$ cat config.mk
export PLATFORM = sky130hd
export DESIGN_NAME = swfs_update
export DESIGN_NICKNAME = d
export VERILOG_FILES = /design/src/sv/swfs_pkg.sv /design/src/sv/swfs_update.sv
export SDC_FILE = /design/constraint.sdc
export NUM_CORES = 1
export LEC_CHECK = 0
export BUFFER_PORTS_ARGS = -buffer_cell sky130_fd_sc_hd__clkbuf_2
export CAP_MARGIN = 20
export CORE_MARGIN = 2
export CORE_UTILIZATION = 29
export DETAILED_ROUTE_END_ITERATION = 12
export PLACE_DENSITY_LB_ADDON = 0.3
export SYNTH_ARGS = -nofsm -noshare
export SYNTH_HDL_FRONTEND = slang
export SYNTH_SLANG_ARGS = --single-unit
$ cat constraint.sdc
create_clock -name vclk -period 9.5
set_clock_uncertainty 0.05 [all_clocks]
set_input_delay 0.95 -clock vclk [all_inputs]
set_output_delay 0.95 -clock vclk [all_outputs]
set_load 0.05 [all_outputs]
$ cat src/sv/swfs_pkg.sv
`timescale 1ns / 1ps
// ----------------------------------------------------------------------------
// swfs_pkg
// Shared types, constants and helpers for the sliding window flow sender.
// ----------------------------------------------------------------------------
package swfs_pkg;

    // Default sizes of the flow table and the initial peer window.
    localparam int FLOW_DEPTH_DEF     = 128;
    localparam int INITIAL_WINDOW_DEF = 64;

    // Width used to compare a flow index against the table depth.
    localparam int IDX_EXT_W = 11;

    // Field widths.
    localparam int FLOW_IDX_W = 7;
    localparam int SEQ_W      = 16;
    localparam int SEQX_W     = 17;
    localparam int FCNT_W     = 8;
    localparam int CFG_W      = 16;
    localparam int CFG_IDX_W  = 1;

    // Configuration register indexes.
    localparam logic [CFG_IDX_W-1:0] REG_FLOW_COUNT    = 1'b0;
    localparam logic [CFG_IDX_W-1:0] REG_TOTAL_PACKETS = 1'b1;

    // Register reset values.
    localparam logic [FCNT_W-1:0] FLOW_COUNT_RST    = 8'd1;
    localparam logic [SEQ_W-1:0]  TOTAL_PACKETS_RST = 16'd10;

    // Item function codes.
    localparam logic FUNC_SEND = 1'b0;
    localparam logic FUNC_ACK  = 1'b1;

    // Per-flow state held in one table entry.
    typedef struct packed {
        logic [SEQX_W-1:0] next_seq;
        logic [SEQ_W-1:0]  last_ack;
        logic [SEQ_W-1:0]  written_count;
        logic [SEQX_W-1:0] inflight_count;
        logic [SEQ_W-1:0]  acked_total;
        logic [SEQ_W-1:0]  peer_window;
        logic [SEQ_W-1:0]  effective_win;
        logic              done_flag;
    } entry_t;

    // Item fields that the update logic needs.
    typedef struct packed {
        logic             func;
        logic [SEQ_W-1:0] ack_seq;
        logic [SEQ_W-1:0] adv_window;
        logic             reject;
    } item_t;

    // One result item.
    typedef struct packed {
        logic [SEQ_W-1:0] first_seq;
        logic [SEQ_W-1:0] send_count;
        logic [SEQ_W-1:0] eff_window;
        logic             flow_done;
        logic             status;
    } result_t;

    // Entry value that a flow holds after reset.
    function automatic entry_t reset_entry(input logic [SEQ_W-1:0] init_win);
        entry_t e;
        e.next_seq       = 17'd1;
        e.last_ack       = '0;
        e.written_count  = '0;
        e.inflight_count = '0;
        e.acked_total    = '0;
        e.peer_window    = init_win;
        e.effective_win  = init_win;
        e.done_flag      = 1'b0;
        return e;
    endfunction

endpackage

$ cat src/sv/swfs_update.sv
`timescale 1ns / 1ps
// ----------------------------------------------------------------------------
// swfs_update
// Read-modify-write datapath: takes one flow entry and one item, and gives
// the new entry and the result item.
// ----------------------------------------------------------------------------
module swfs_update
(
    input  swfs_pkg::item_t              item,
    input  swfs_pkg::entry_t             old_entry,
    input  logic [swfs_pkg::SEQ_W-1:0]   total_packets,
    output swfs_pkg::entry_t             new_entry,
    output swfs_pkg::result_t            result
);

    // Send path signals.
    logic [swfs_pkg::SEQX_W-1:0] flying;
    logic [swfs_pkg::SEQ_W-1:0]  avail;
    logic [swfs_pkg::SEQ_W-1:0]  remain;
    logic [swfs_pkg::SEQ_W-1:0]  count;
    logic [swfs_pkg::SEQX_W-1:0] flying_diff;

    // Ack path signals.
    logic                        ack_newer;
    logic [swfs_pkg::SEQ_W-1:0]  fresh;
    logic [swfs_pkg::SEQX_W-1:0] acked_sum;
    logic [swfs_pkg::SEQ_W-1:0]  acked_new;
    logic [swfs_pkg::SEQX_W-1:0] inflight_new;
    logic [swfs_pkg::SEQ_W-1:0]  eff_new;
    logic [swfs_pkg::SEQ_W-1:0]  acked_after;

    // Window available for sending and packets still to be written.
    always_comb
    begin
        flying      = old_entry.next_seq - {1'b0, old_entry.last_ack} - 17'd1;
        flying_diff = {1'b0, old_entry.peer_window} - flying;
        avail       = '0;
        if ((old_entry.next_seq > {1'b0, old_entry.last_ack}) &&
            ({1'b0, old_entry.peer_window} > flying))
        begin
            avail = flying_diff[swfs_pkg::SEQ_W-1:0];
        end
        remain = '0;
        if (total_packets > old_entry.written_count)
        begin
            remain = total_packets - old_entry.written_count;
        end
        count = (avail < remain) ? avail : remain;
    end

    // Cumulative acknowledgement arithmetic.
    always_comb
    begin
        ack_newer = item.ack_seq > old_entry.last_ack;
        fresh     = item.ack_seq - old_entry.last_ack;
        acked_sum = {1'b0, old_entry.acked_total} + {1'b0, fresh};
        acked_new = acked_sum[swfs_pkg::SEQ_W] ? '1 : acked_sum[swfs_pkg::SEQ_W-1:0];
        if (old_entry.inflight_count > {1'b0, fresh})
        begin
            inflight_new = old_entry.inflight_count - {1'b0, fresh};
        end
        else
        begin
            inflight_new = '0;
        end
        if ({1'b0, item.adv_window} > inflight_new)
        begin
            eff_new = item.adv_window - inflight_new[swfs_pkg::SEQ_W-1:0];
        end
        else
        begin
            eff_new = '0;
        end
        acked_after = ack_newer ? acked_new : old_entry.acked_total;
    end

    // New entry and result item.
    always_comb
    begin
        new_entry = old_entry;
        result    = '0;
        if (item.reject)
        begin
            result.status = 1'b1;
        end
        else if (item.func == swfs_pkg::FUNC_SEND)
        begin
            result.first_seq = old_entry.next_seq[swfs_pkg::SEQ_W-1:0];
            if (!old_entry.done_flag)
            begin
                result.send_count        = count;
                new_entry.next_seq       = old_entry.next_seq + {1'b0, count};
                new_entry.written_count  = old_entry.written_count + count;
                new_entry.inflight_count = old_entry.inflight_count + {1'b0, count};
            end
            result.eff_window = old_entry.effective_win;
            result.flow_done  = old_entry.done_flag;
        end
        else
        begin
            new_entry.peer_window = item.adv_window;
            if (ack_newer)
            begin
                new_entry.acked_total    = acked_new;
                new_entry.inflight_count = inflight_new;
                new_entry.last_ack       = item.ack_seq;
                new_entry.effective_win  = eff_new;
            end
            new_entry.done_flag = old_entry.done_flag || (acked_after >= total_packets);
            result.eff_window   = new_entry.effective_win;
            result.flow_done    = new_entry.done_flag;
        end
    end

endmodule

==> metrics.yaml, run 1 <==
global_route:
  antenna_found_initial: 1
  grt_overflow: 0
  grt_first_pass_wirelength_um: 74700
  grt_usage: 0.254
  grt_pass1_vias: 12900
  grt_max_degree: 56
floorplanning:
  num_io_pins: 330
  core_area_mm2: 0.0363
  start_util: 0.293
  fp.dieArea_mm2: 0.0382
  row_count: 70
  die_y_um: 196
  die_w_um: 196
routing:
  wl_per_cell_um: 20.6
  first_iter_violations: 795
  drtAntennaViolNets: 0
  dr.pass1.iters: 5
  avgViaCountPerCell: 5.41
  via_count: 13600
  wirelength_um: 51500
  drc_errors: 0
yosys:
  yosys-top-cells-area: "ha_1 (22%), xnor2_1 (6.3%), nand2_1 (5.8%)"
  yosysTopAreaCell: "ha_1"
  yosysMostFrequentCell: "ha_1"
  ys_types: 89
  syn-num-nets: 1897
  synth_top_area_frac: 0.225
  syn_area_per_cell_um2: 6.95
  synth_area_mm2: 0.0106
  postSynthCellCount: 1531
  seq_area_frac_synth: 0
  synth_common_cells: "ha_1 (191), nand2_1 (165), inv_1 (137)"
  ys_warn_count: 0
setup_path:
  critPathCaptureType: "output port"
  crit_path_frequent_cell: "a21o_1"
  critPathMaxFanout: 6
  max_stage_delay_ns: 0.39
  worstPathRequired_ns: 8.50
  critPathArrivalTime_ns: 8.48
  start_kind: "input pin"
  cp_num_buf_inv: 8
  critPathSlowestCell: "a2111oi_1"
  crit_type: "in2out"
  path_depth: 43
  cpLargestDelayFamily: "compound AO/OA/AOI/OAI gates"
layout:
  final-seq-area_um2: 0
  final_util: 0.438
  clkbuf_count: 0
  finalNetCount: 2407
  layout-drive-gt1-share: 0.362
  final_cells: 2507
  diodes: 0
  seq_cells: 0
  synthToLayoutAreaGrowth_pct: 49.8
  final_cell_area_mm2: 0.0159
place:
  place_area_mm2: 0.0151
  post-place-ws_ns: -0.468
  placed_cells: 2476
  dpl.hpwl_um: 45100
  gp_congestion: 0.955
  portBuffers: 330
sta:
  setup_slack_ns: 0.0174
  finalSetupTns_ns: 0
  period_minus_slack_ns: 9.48
  worstMarginPinSlew_ns: 0.996
  setup-violations-final: 0
  fin_crit_sh: 0.998
  relSlewSlack: 0.336
  drv_slew: 0
  fmax_mhz: 105
  rsz0062_at_grt: "yes"
  hold_viol: 0
power_and_ir_drop:
  p_int_mw: 1.16
  swShare: 0.574
  p_clk_frac: 0
  p_seq_frac: 0
  power_frac_comb: 1.000
  p_sw_mw: 1.56
  p_leak_nw: 7.98
  power_density_mw_per_mm2: 171
  peakVddDrop_mv: 0.0860
status:
  outcome: "finished, final reports clean"
clocking:
  hold_buffers: 0
min_path:
  whs_path_depth: 4
  min-delay-path-class: "in2out"
job:
  max-cap-violations: 0
## power groups by stage
stage | clock network [mW] | logic, mW | registers [mW]
detailed placement | 0 | 2.48 | 0
floorplan | 0 | 1.60 | 0
finish | 0 | 2.72 | 0
global route | 0 | 2.93 | 0
CTS | 0 | 2.55 | 0
global placement | 0 | 2.46 | 0
## final timing paths
path | to | startpoint
worst max-delay path | new_entry[64] | old_entry[82]
worst min-delay path | new_entry[78] | old_entry[78]
## stage by stage
step | hold slack (ns) | total power, mW
detailed placement | 2.23 | 2.48
floorplan | 1.96 | 1.60
finish | 2.23 | 2.72
global route | 2.26 | 2.93
global placement | 2.23 | 2.46
CTS | 2.24 | 2.55
## timing repair
action / in CTS / in global routing
gates resized for setup: 44 / 113
buffers inserted: 9 / 22
setup endpoints to repair: 28 / 65
pin swaps: 27 / 58
## worst min-delay path: stages
cell      delay, ns
clkbuf_2       0.11
nand2_1        0.06
o21ai_2        0.08
buf_12         0.14
## logic make-up (layout without fill, tap and decap cells)
group / after synthesis / after routing / synth area share
multiplexers: 37 / 37 / 0.0376
AO/OA/AOI/OAI: 512 / 512 / 0.333
AND/OR/NAND/NOR: 477 / 477 / 0.220
buffers and inverters: 185 / 693 / 0.0684
XOR/XNOR: 119 / 119 / 0.0980
adder cells (fa/ha/maj): 201 / 201 / 0.243
## layout make-up
class                      count  area [um^2]
fill                        3723        20400
inverter                     138          523
multi-input combinational   1346        10800
timing repair buffer         555         4060
tap                          468          586
## cell usage in the layout, fill, tap and decap left out, drive strengths merged, types with 32 or more instances in the layout
| cell type | count |
|---|---|
| o21ai | 117 |
| xor2 | 42 |
| and2 | 42 |
| a21oi | 115 |
| nand2 | 165 |
| xnor2 | 77 |
| nor3 | 32 |
| a21o | 49 |
| inv | 138 |
| clkbuf | 283 |
| ha | 191 |
| nand3 | 32 |
| nor2 | 87 |
| buf | 271 |
## per-layer routing
layer | track usage | vias to the layer above | routed length (um)
met2 | 0.431 | 537 | 23300
met4 | 0.0859 | 0 | 1960
met1 | 0.333 | 6293 | 22800
met3 | 0.0309 | 84 | 3510
li1 | - | 6639 | -
met5 | 0 | - | 0
Note: power is estimated with default switching activity, not from simulation.
==> run 2: changes to the inputs <==
==> constraint.sdc (replaced) <==
create_clock -name vclk -period 12.05
set_clock_uncertainty 0.05 [all_clocks]
set_input_delay 1.205 -clock vclk [all_inputs]
set_output_delay 1.205 -clock vclk [all_outputs]
set_load 0.05 [all_outputs]
==> run 2 against run 1 <==
  * Critical path depth is 2 higher
  * First-iteration DRC count is 17% higher
  * Count of clock-buffer cells in the layout stayed put
  * Cell count is 7.8% lower
==> metrics.yaml, run 2 (same netlist as run 1, synthesis figures left out) <==
status:
  outcome: "finished, final reports clean"
floorplanning:
  die_w_um: 196  # unchanged
  start_util: 0.293  # unchanged
  fp.dieArea_mm2: 0.0382  # unchanged
  row_count: 70  # unchanged
  core_area_mm2: 0.0363  # unchanged
  num_io_pins: 330  # unchanged
  die_y_um: 196  # unchanged
layout:
  clkbuf_count: 0  # unchanged
  layout-drive-gt1-share: 0.231  # -0.131
  layout_commonest_cell: "clkbuf_2"
  final_cell_area_mm2: 0.0130  # -19%
  synthToLayoutAreaGrowth_pct: 22.0
  most-common-layout-cells: "clkbuf_2 (327), ha_1 (191), nand2_1 (164), inv_1 (137), a21oi_1 (110)"
  finalNetCount: 2210  # -8.2%
  multiInputGateArea_mm2: 0.00997  # -7.4%
  final_cells: 2312  # -7.8%
  final-seq-area_um2: 0  # unchanged
  fill_cells: 3986  # +7.1%
  seq_cells: 0  # unchanged
routing:
  wl_per_cell_um: 20.9  # +1.6%
  avgViaCountPerCell: 5.52  # +2.2%
  drtAntennaViolNets: 0  # unchanged
  drc_errors: 0  # unchanged
  dr.pass1.iters: 5  # unchanged
  first_iter_violations: 927  # +17%
  wirelength_um: 48300  # -6.3%
  via_count: 12800  # -5.8%
setup_path:
  crit_path_frequent_cell: "a21oi_1"
  start_kind: "input pin"
  critPathSlowestCell: "a2111oi_0"
  critPathArrivalTime_ns: 10.17  # +1.69 ns
  max_stage_delay_ns: 0.47  # +0.08 ns
  cp_num_buf_inv: 7  # -1
  cp-startpoint: "old_entry[89]"
  cpLargestDelayFamily: "compound AO/OA/AOI/OAI gates"
  worstPathRequired_ns: 10.80  # +2.30 ns
  critPathMaxFanout: 15  # +9
  crit_type: "in2out"
  critPathCaptureType: "output port"
global_route:
  grt_overflow: 0  # unchanged
  gr-usage-met2: 0.412  # -0.0189
  grt_busiest_layer: "met2"
  grt_max_degree: 56  # unchanged
  grt_usage: 0.241  # -0.0138
  antenna_found_initial: 1  # unchanged
  gr-usage-met3: 0.0188  # -0.0121
  grt_pass1_vias: 11800  # -8.1%
  grt_first_pass_wirelength_um: 70600  # -5.6%
  grt_use_met1: 0.324  # -0.00899
power_and_ir_drop:
  peakVddDrop_mv: 0.0573  # -33%
  power_mw: 1.71  # -37%
  power_density_mw_per_mm2: 132  # -23%
  p_leak_nw: 6.69  # -16%
place:
  gp_congestion: 0.965  # +1.0%
  place_area_mm2: 0.0129  # -14%
  placed_cells: 2309  # -6.7%
  portBuffers: 330  # unchanged
  dpl.hpwl_um: 42500  # -5.8%
min_path:
  min_from: "old_entry[81]"
  min-delay-path-class: "in2out"
sta:
  setup-violations-final: 0  # unchanged
  fmax_mhz: 87.5
  relSlewSlack: 0.305  # -0.0307
  drv_slew: 0  # unchanged
  hold_viol: 0  # unchanged
  period_minus_slack_ns: 11.42
  worstMarginPinSlew_ns: 1.04  # +0.0390 ns
  fin_crit_sh: 0.948
clocking:
  hold_buffers: 0  # unchanged
job:
  max-cap-violations: 0  # unchanged
## run 2: cell count changes in the layout (fill, tap and decap cells not counted), moves of 10 or more
| cell | change |
|---|---|
| buf_4 | -190 |
| o21ai_1 | -10 |
| clkbuf_2 | +49 |
| a21oi_2 | -19 |
| inv_1 | +11 |
| o21ai_0 | +23 |
| ha_1 | +20 |
| ha_4 | -17 |
| buf_12 | -36 |
| a21oi_1 | +21 |
## run 2: per-layer routing
metal	up-vias	part of all wire	wire, um
li1	6242	-	-
met1	5927	0.44	21400
met2	538	0.46	22100
met3	60	0.069	3310
met4	2	0.031	1490
met5	-	0.00021	10
## run 2: stage by stage
stage | utilization | worst slack, ns | TNS [ns] | hold slack [ns]
after global routing | 0.357 | -0.00991 | -0.00991 | 2.79
final | 0.357 | 0.627 | 0 | 2.76
after global placement | 0.356 | 0.633 | 0 | 2.77
after detailed placement | 0.356 | 0.392 | 0 | 2.76
after CTS | 0.356 | 0.343 | 0 | 2.76
after floorplan | - | 0.839 | 0 | 2.53
## run 2: area by class of cell
cell class,count,area share
multi-input combinational,1346,0.768
timing repair buffer,358,0.147
tap,468,0.0451
inverter,138,0.0399
antenna,2,0.000385
## run 2: report_power, final
group | leakage, nW | internal, mW | switching [mW] | total (mW)
Clock | 0.0000111 | 0.0000000128 | 0 | 0.0000000128
Combinational | 6.69 | 0.622 | 1.09 | 1.71
Sequential | 0 | 0 | 0 | 0
## run 2: final timing paths
check	to	cells past startpoint	slack, ns
max	new_entry[112]	45	0.63
min	new_entry[81]	3	2.76
## run 2: repair_timing
item,in CTS,in global routing
gates resized for setup,0,5
endpoints found under the setup margin,0,15
buffers inserted,0,1
==> run 3: changes to the inputs <==
--- a/config.mk
+++ b/config.mk
@@ -5,9 +5,10 @@
 export SDC_FILE = /design/constraint.sdc
 export NUM_CORES = 1
 export LEC_CHECK = 0
+export ABC_AREA = 1
 export BUFFER_PORTS_ARGS = -buffer_cell sky130_fd_sc_hd__clkbuf_2
 export CAP_MARGIN = 20
-export CORE_MARGIN = 2
+export CORE_MARGIN = 5
 export CORE_UTILIZATION = 29
 export DETAILED_ROUTE_END_ITERATION = 12
 export PLACE_DENSITY_LB_ADDON = 0.3
==> constraint.sdc (replaced) <==
create_clock -name vclk -period 11.8
set_clock_uncertainty 0.05 [all_clocks]
set_input_delay 1.18 -clock vclk [all_inputs]
set_output_delay 1.18 -clock vclk [all_outputs]
set_load 0.05 [all_outputs]
==> run 3 against run 2 <==
  * Via count rose by 6.4%
  * Total power fell by 1.0%
  * Combinational power barely moved
  * Largest cell class unchanged
  * Critical endpoint is now new_entry[65]
  * Design area fell by 2.3%
  * Count of clock-buffer cells in the layout did not move
  * Routed wire length rose by 6.1%
  * Synthesized area fell by 0.36%
  * Worst setup slack improved by 1.1 ns
  * Die area rose by 5.9%
  * Sequential share of layout area did not move
  * Worst hold slack got worse by 0.037 ns
==> metrics.yaml, run 3 <==
floorplanning:
  row_count: 70  # unchanged
  die_y_um: 201  # +2.9%
  start_util: 0.292  # -0.00107
  num_io_pins: 330  # unchanged
  die_w_um: 201  # +2.9%
  fp.dieArea_mm2: 0.0405  # +5.9%
  core_area_mm2: 0.0363  # unchanged
yosys:
  muxShareOfSynthArea: 0.000944  # -0.0367
  synth_compound_area_frac: 0.250  # -0.0822
  yosys-top-cells-area: "ha_1 (23%), nand2_1 (16%), inv_1 (10%)"
  synth_xor_area_frac: 0.0719  # -0.0261
  yosysMostFrequentCell: "nand2_1"
  synth_common_cells: "nand2_1 (439), inv_1 (284), ha_1 (191), nor2_1 (191), a21oi_1 (174)"
  syn_area_per_cell_um2: 5.64  # -19%
  synth_area_mm2: 0.0106  # -0.36%
  synth_top_area_frac: 0.225  # +0.000822
  synth_top_family_by_area: "simple AND/OR/NAND/NOR gates"
  postSynthCellCount: 1880  # +23%
  synth_simple_gate_area_frac: 0.306  # +0.0863
  ys_types: 55  # -38%
  syn-num-nets: 2246  # +18%
  ys_warn_count: 0  # unchanged
  synth_fa_ha_area_frac: 0.244  # +0.000891
  yosysTopAreaCell: "ha_1"
  seq_area_frac_synth: 0  # unchanged
clocking:
  hold_buffers: 0  # unchanged
  post-cts-setup-buffer-count: 0  # unchanged
  cts_resized: 0  # unchanged
routing:
  first_iter_violations: 760  # -18%
  avgViaCountPerCell: 5.15  # -6.8%
  drtAntennaViolNets: 0  # unchanged
  wirelength_um: 51200  # +6.1%
  via_count: 13600  # +6.4%
  drc_errors: 0  # unchanged
  dr.pass1.iters: 5  # unchanged
  wl_per_cell_um: 19.4  # -7.1%
global_route:
  grt_max_degree: 49  # -13%
  grt_usage: 0.237  # -0.00390
  grt_pass1_vias: 12800  # +8.5%
  grt_overflow: 0  # unchanged
  antenna_found_initial: 1  # unchanged
  grt_first_pass_wirelength_um: 75300  # +6.7%
layout:
  final-seq-area_um2: 0  # unchanged
  synthToLayoutAreaGrowth_pct: 19.7
  clkbuf_count: 0  # unchanged
  final_cell_area_mm2: 0.0127  # -2.3%
  finalNetCount: 2539  # +15%
  diodes: 0  # -2
  seq_cells: 0  # unchanged
  layout-drive-gt1-share: 0.178  # -0.0530
  most-common-layout-cells: "nand2_1 (439), clkbuf_2 (330), inv_1 (284), ha_1 (191), nor2_1 (188)"
  layout_commonest_cell: "nand2_1"
setup_path:
  crit_path_end: "new_entry[65]"
  critPathMaxFanout: 15  # unchanged
  cp-startpoint: "old_entry[101]"
  cpLargestDelayFamily: "simple AND/OR/NAND/NOR gates"
  cp_num_buf_inv: 4  # -3
  path_depth: 47  # +4.4%
  critPathSlowestCell: "ha_1"
  critPathArrivalTime_ns: 8.82  # -1.35 ns
  crit_path_frequent_cell: "nand2_1"
  critPathCaptureType: "output port"
  crit_type: "in2out"
  max_stage_delay_ns: 0.43  # -0.04 ns
  worstPathRequired_ns: 10.57  # -0.23 ns
  start_kind: "input pin"
sta:
  relSlewSlack: 0.414  # +0.109
  hold_viol: 0  # unchanged
  worstMarginPinSlew_ns: 0.878  # -0.157 ns
  fmax_mhz: 99.5
  rsz0062_at_grt: "no"
  period_minus_slack_ns: 10.05
  fin_crit_sh: 0.852
  drv_slew: 0  # unchanged
  finalSetupTns_ns: 0  # unchanged
  setup-violations-final: 0  # unchanged
  setup_slack_ns: 1.75  # +1.12 ns
min_path:
  min-delay-path-class: "in2out"
job:
  max-cap-violations: 0  # unchanged
status:
  outcome: "finished, final reports clean"
place:
  place_area_mm2: 0.0127  # -2.2%
  dpl.hpwl_um: 45000  # +6.0%
  portBuffers: 330  # unchanged
  post-place-ws_ns: 1.80  # +1.41 ns
  gp_congestion: 0.991  # +2.7%
power_and_ir_drop:
  power_density_mw_per_mm2: 134  # +1.3%
  peakVddDrop_mv: 0.0481  # -16%
  p_leak_nw: 7.36  # +10%
-- run 3: power by group --
| part | total, mW | switching, mW | internal [mW] | leakage, nW |
|---|---|---|---|---|
| registers | 0 | 0 | 0 | 0 |
| clock network | 0 | 0 | 0 | 0 |
| logic | 1.69 | 1.16 | 0.535 | 7.36 |
-- run 3: how the worst min path moves through the flow --
stage	start	to	slack [ns]	cells after the start
3_5_place_dp	old_entry[81]	new_entry[81]	2.72	4
6_report	old_entry[81]	new_entry[81]	2.73	4
2_1_floorplan	item[0]	result[0]	2.48	1
5_1_grt	old_entry[81]	new_entry[81]	2.75	4
3_3_place_gp	old_entry[81]	new_entry[81]	2.72	4
4_1_cts	old_entry[81]	new_entry[81]	2.72	4
-- run 3: metrics by stage --
step           power (mW)  cells   util  hold slack, ns
5_1_grt              1.86   2639  0.349            2.75
6_report             1.69   2639  0.349            2.73
4_1_cts              1.68   2638  0.348            2.72
3_5_place_dp         1.68   2638  0.348            2.72
3_3_place_gp         1.67   2638  0.348            2.72
2_1_floorplan        1.23   1880      -            2.48
-- run 3: cell type report --
class | instances | area [um^2]
inverter | 297 | 1120
tap | 468 | 586
timing repair buffer | 335 | 1710
multi-input combinational | 1539 | 9270
fill | 4162 | 23700
-- run 3: cells by family (layout without fill, tap and decap cells) --
logic type,count (synthesis),in the layout
buf+inv,341,632
compound gates,468,468
fa+ha+maj,201,201
mux,1,1
xor+xnor,87,87
simple gates,782,782
-- run 3: tightest hold or removal path, stage by stage --
cell and delay, ns:
clkbuf_2 0.09, nand2_1 0.06, nand2_1 0.04, clkbuf_2 0.23
-- run 3: metal layers --
metal / part of all wire / track usage / up-vias
li1: - / - / 6842
met2: 0.45 / 0.402 / 516
met1: 0.45 / 0.313 / 6153
met3: 0.065 / 0.0300 / 76
met4: 0.040 / 0.0740 / 2
met5: 0.00027 / 0 / -
